File: config.mk
export PLATFORM = sky130hd
export DESIGN_NAME = dit_store
export DESIGN_NICKNAME = d
export VERILOG_FILES = /design/src/hdl/dit_pkg.sv /design/src/hdl/dit_store.sv
export SDC_FILE = /design/constraint.sdc
export NUM_CORES = 1
export LEC_CHECK = 0
export BUFFER_PORTS_ARGS = -buffer_cell sky130_fd_sc_hd__buf_2
export CORE_MARGIN = 3
export CORE_UTILIZATION = 27
export CTS_CLUSTER_SIZE = 20
export DETAILED_ROUTE_END_ITERATION = 7
export GPL_TIMING_DRIVEN = 0
export SYNTH_ARGS = -nofsm -noshare
export SYNTH_HDL_FRONTEND = slang
export SYNTH_SLANG_ARGS = --single-unit
File: constraint.sdc
create_clock -name clk -period 1.6 [get_ports clk]
set_input_delay 0.08 -clock clk [delete_from_list [all_inputs] [get_ports clk]]
set_output_delay 0.08 -clock clk [all_outputs]
set_load 0.05 [all_outputs]
File: src/hdl/dit_pkg.sv
`timescale 1ns / 1ps

package dit_pkg;

    localparam int ENTRIES = 16;
    localparam int IDX_W   = (ENTRIES > 1) ? $clog2(ENTRIES) : 1;
    localparam int ID_W    = 32;
    localparam int LEN_W   = 16;
    localparam int CMD_W   = 2;

    localparam logic [CMD_W-1:0] CMD_CHECK     = 2'd0;
    localparam logic [CMD_W-1:0] CMD_CLEAR_ID  = 2'd1;
    localparam logic [CMD_W-1:0] CMD_CLEAR_ALL = 2'd2;

    localparam logic [IDX_W-1:0] LAST_IDX = IDX_W'(ENTRIES - 1);

    typedef enum logic [1:0] {
        ST_IDLE,
        ST_SCAN,
        ST_DONE
    } state_t;

    typedef struct packed {
        logic             wr_en;
        logic             clr_all;
        logic [IDX_W-1:0] wr_addr;
        logic [ID_W-1:0]  wr_id;
        logic [LEN_W-1:0] wr_len;
        logic [IDX_W-1:0] rd_addr;
    } store_cmd_t;

endpackage

File: src/hdl/dit_store.sv
`timescale 1ns / 1ps

module dit_store
    import dit_pkg::*;
(
    input  logic             clk,
    input  logic             rst_n,
    input  store_cmd_t       scmd,
    output logic [ID_W-1:0]  rd_id,
    output logic [LEN_W-1:0] rd_len
);

    logic [ID_W-1:0]    id_mem  [ENTRIES];
    logic [LEN_W-1:0]   len_mem [ENTRIES];
    logic [ENTRIES-1:0] valid_reg;
    logic [ID_W-1:0]    rd_id_reg;
    logic [LEN_W-1:0]   rd_len_reg;
    logic               rd_vld_reg;

    // never-written slots read as empty
    always_ff @(posedge clk or negedge rst_n)
    begin
        if (!rst_n)
        begin
            valid_reg  <= '0;
            rd_vld_reg <= 1'b0;
        end
        else
        begin
            rd_vld_reg <= valid_reg[scmd.rd_addr];
            if (scmd.clr_all)
            begin
                valid_reg <= '0;
            end
            else if (scmd.wr_en)
            begin
                valid_reg[scmd.wr_addr] <= 1'b1;
            end
        end
    end

    always_ff @(posedge clk)
    begin
        if (scmd.wr_en)
        begin
            id_mem[scmd.wr_addr]  <= scmd.wr_id;
            len_mem[scmd.wr_addr] <= scmd.wr_len;
        end
        rd_id_reg  <= id_mem[scmd.rd_addr];
        rd_len_reg <= len_mem[scmd.rd_addr];
    end

    assign rd_id  = rd_vld_reg ? rd_id_reg  : '0;
    assign rd_len = rd_vld_reg ? rd_len_reg : '0;

endmodule

* After elaboration in Yosys (flattened, before gate mapping) *
Memory sizes are Yosys's and may differ from the RTL's. A register that Yosys moved wholly into a read port is not among the register bits.
Index checks and enable logic that the tools add are counted.

storage, ports and cells
  bits in registers = 17
  word-level logic and storage cells = 20
  input bits = 60
  output and inout port bits = 48
  memory bits (writable) = 768
  memories = 2

cells by class
  bitwise operators = 1
  magnitude comparators = 3
  reductions and logical operators = 2
  mux-type cells = 10

memories
  memory   words  bits a word  read ports  clocked after memory_dff  wr ports  line             RTL
  id_mem   16     32           1           1                         1         dit_store.sv:13  logic [ID_W-1:0] id_mem [ENTRIES];
  len_mem  16     16           1           1                         1         dit_store.sv:14  logic [LEN_W-1:0] len_mem [ENTRIES];

operators by type and width
  cell                count
  $mux 16             3
  $mux 32             1
  $or 16x16->16       1
  $lt 4x5->1 const B  2
  $bmux 1 s4          1
  $demux 1 s4         1
  $ge 4x1->1 const B  1
  $mux 1              4
  $reduce_bool 2->1   1
  $logic_and 1x1->1   1

* Logic depth before layout (Yosys ltp) *
  depth after elaboration = 7
  gate-level depth with buffers = 6
  gate-level depth less buffers = 3

* Worst setup path before layout *
Ideal clock, no wire load.

  kind = input port to flip-flop
  from = input scmd[52] (netlist name)
  to = memory id_mem[0][0], enable pin
  library setup time = 0.513 ns
  setup slack = -2.785 ns
  arrival = 3.872 ns
  stages on the path = 2
  path through = or3b_2 -> nor3_1

RTL lines
  element          line             RTL
  start, declared  dit_store.sv:8   input store_cmd_t scmd,
  end, declared    dit_store.sv:13

No word-level cell before the write port.

* Worst setup path in the final report *
  from = register rd_vld_reg
  to = output rd_id[29]

on the way
  cells in the longest elaborated chain, start to end = 1

ends and longest elaborated chain
  element                 line             RTL
  start, declared         dit_store.sv:18  logic rd_vld_reg;
  start signal, assigned  dit_store.sv:30  rd_vld_reg <= valid_reg[scmd.rd_addr];
  $mux 32                 dit_store.sv:53  assign rd_id = rd_vld_reg ? rd_id_reg : '0;
  end, declared           dit_store.sv:9   output logic [ID_W-1:0] rd_id,

No other way between the ends.

==> summary.md <==
| Metric | Value |
|---|---|
| Design Area, Final | 38400 um^2 |
| Max FFs per register | 512 |
| Post-Syn Nets | 1424 |
| DR top layer | met5 |
| DRT Pass-1 Iters | 5 |
| Worst-path clk slew | 0.06 ns |
| Inst Count DP | 3007 |
| Placed inst area | 34300 um^2 |
| M1 WL | 32100 um |
| Critical Path Slowest Stage Cell | dfrtp_2 |
| Initial drt markers | 1439 |
| Crit path top cell by count | clkbuf_16 |
| WL/cell | 23.1 um |
| Number of global-route vias before repair | 15800 |
| Area Growth Syn to Fin | 24.6% |
| Unrepaired setup endpoints after global routing | yes |
| Final period demand of the worst path | 1.84 ns |
| Most common cell after layout, fill and taps aside | edfxtp_1 |
| Clock share of power | 42.0% |
| Comb pwr share | 5.3% |
| Worst Hold Class | primary input to register |
| Vias | 14800 |
| Final Core Density | 34.0% |
| Yosys cell types | 24 |
| Worst EP required | 1.52 ns |
| Fraction of layout cells with a size suffix above 1 | 34.8% |
| Die area | 118000 um^2 |
| Worst path max stage delay | 0.47 ns |
| CTS Buf Count | 84 |
| Starting Density | 27.3% |
| Status | finished, violations left |
| Most frequent cells in the layout | edfxtp_1 (768), mux4_2 (196), a22oi_1 (98) |
| CTS Root Cell | clkbuf_16 |
| Post-route ant nets | 0 |
| CTS tree | done |
| WL final | 75000 um |
| # setup viols final | 48 |
| Slew HR | 33.9% |
| CTS Buffer Depth | 3 |
| # DRC | 0 |
| Clk_lat worst skew | 0.63 ns |
| Post-DP HPWL | 47800 um |
| Die Y | 344 um |
| Worst IR Drop VDD | 0.719 mV |
| Register-to-Register Path Depth | 3 |
| F_max | 0.544 GHz |
| Die Wd | 344 um |
| Mapped Area | 30800 um^2 |
| Crit Path Class | register to output port |
| Ys async rst share | 2.04% |
| Critical path launch point type | register |
| PwrDens | 1210 nW/um^2 |
| Vias per cell | 4.58 |
| First-pass GRT wire length | 109000 um |
| Htree depth | 3 |
| Max Cap Viol | 0 |
| Yosys warns | 0 |
| Sequential fraction of design power | 52.6% |
| Clock Sinks | 833 |
| Actual slew at the worst max-slew pin | 0.991 ns |
| Fin worst setup slack | -0.240 ns |
| # IOs | 108 |
| Routed length on met3 | 5370 um |
| Sw Pwr | 9.69 mW |
| Core ar. | 113000 um^2 |
| Non-filler cells, final | 3241 |
| CP Max Fanout | 10 |
| Critical path cell sequence | clkbuf_16, clkbuf_16, and2_4, buf_8 |
| Routed wl met2 | 36300 um |
| Total grt overflow | 0 |
| Register bit count reported by yosys | 833 |
| Most used flip-flop cell after synthesis | edfxtp_1 |
| Ranking of synthesized cells by area | edfxtp_1 (75%), mux4_2 (14%), dfxtp_1 (3.1%), a22oi_1 (2.4%), dfrtp_1 (1.4%) |
| Register area share after synthesis | 79.4% |
| Cell taking the most area after synthesis | edfxtp_1 |
| FF-to-FF setup slack | 0.14 ns |
| Hold Vio Cnt, Final | 0 |
| Leakage power | 12.4 nW |
| Largest net degree at the start of global routing | 23 |
| Mapped Cells | 1364 |
| Number of synthesized flops with an enable pin | 768 |
| Port Buffer Count | 104 |
| Synth top area share | 74.9% |
| Worst r2r src | len_mem[3][13]$_DFFE_PP_ |
| P_int | 36.8 mW |
| Worst path arrival time | 1.76 ns |
| Antenna violations before repair | 13 |
| GRT Resource Usage Total | 12.7% |
| CP Launch Point | rd_vld_reg$_DFF_PN0_ |
| Net count, final | 1724 |
| Net Sw Frac | 20.8% |
| Crit path to | rd_id[29] |
| GPL Wtd Cong | 0.697 |
| Row count | 123 |
| Endpoint class of the critical path | output port |
| FF-to-FF End | rd_len_reg[13]$_DFF_P_ |
| Clock skew | 0.0242 ns |
| Fin. max-slew vios | 0 |
| Failing checks | negative setup slack |
| Tcrit/Tclk final | 115% |
| Mean post-synth cell area | 22.6 um^2 |
==> routing by layer <==
metal  vias to the layer above  track usage (%)
li1                       6331                -
met1                      7934             17.6
met2                       483             20.4
met3                        93             2.58
met4                         8             3.06
met5                         -                0
==> Yosys cell counts (7+ instances only) <==
master,count
clkbuf_1,36
buf_6,7
edfxtp_1,768
nor2_1,30
nand2_1,50
a22oi_1,98
dfrtp_1,17
buf_4,9
buf_2,19
dfxtp_1,48
mux4_2,196
and2_1,49
a21oi_1,12
==> power by group through the flow <==
stage / registers (mW) / logic, mW / clock network [mW]
2_1_floorplan: 24.9 / 1.32 / 0
3_3_place_gp: 24.9 / 2.15 / 0
3_5_place_dp: 24.9 / 2.29 / 0
4_1_cts: 24.5 / 2.50 / 19.9
5_1_grt: 24.5 / 2.67 / 20.8
6_report: 24.5 / 2.48 / 19.5
==> what timing repair did <==
action / in CTS / in global routing
endpoints found under the hold margin: 799 / 0
setup buffers: 2 / 11
pin swaps: 0 / 6
cloned: 1 / 0
setup endpoints to repair: 75 / 109
gates resized for setup: 166 / 54
hold buffers: 58 / 0
==> metrics by stage <==
step / worst slack (ns) / setup TNS, ns / hold slack, ns / total power [mW]
2_1_floorplan: -0.586 / -120.71 / -0.216 / 26.2
3_3_place_gp: -2.12 / -1101.87 / 0.00239 / 27.0
3_5_place_dp: -0.852 / -260.50 / 0.0173 / 27.2
4_1_cts: -0.299 / -11.94 / 0.00845 / 46.9
5_1_grt: -0.280 / -11.01 / 0.0537 / 48.0
6_report: -0.240 / -9.17 / 0.0526 / 46.5
==> cell families after synthesis <==
kind of cell | Yosys count | share of synthesized area (%)
compound gates | 114 | 2.67
flops | 833 | 79.4
simple gates | 147 | 2.35
mux | 196 | 14.3
buf+inv | 74 | 1.26
==> layout make-up <==
class	instances	area [um^2]
Fill cell	10300	74400
Sequential cell	833	24400
Multi-Input combinational cell	457	6250
Timing Repair Buffer	214	2510
Clock buffer	109	2280
Tap cell	1500	1880
Buffer	74	514
Clock inverter	48	487
Antenna cell	6	15.0
==> how the worst min path moves through the flow <==
stage                                 to  cells past startpoint     start
2_1_floorplan       rd_vld_reg$_DFF_PN0_                      0     rst_n
3_3_place_gp   valid_reg[10]$_DFFE_PN0P_                      1     rst_n
3_5_place_dp   valid_reg[10]$_DFFE_PN0P_                      1     rst_n
4_1_cts        valid_reg[14]$_DFFE_PN0P_                      4  scmd[55]
5_1_grt        valid_reg[12]$_DFFE_PN0P_                      4  scmd[54]
6_report       valid_reg[12]$_DFFE_PN0P_                      4  scmd[54]
==> critical path: cells and delay by family, from the launching register on <==
family        cells  cell delay (ns)
buf+inv           3             0.51
flops             1             0.47
simple gates      1             0.16
(Power assumes the default switching activity.)
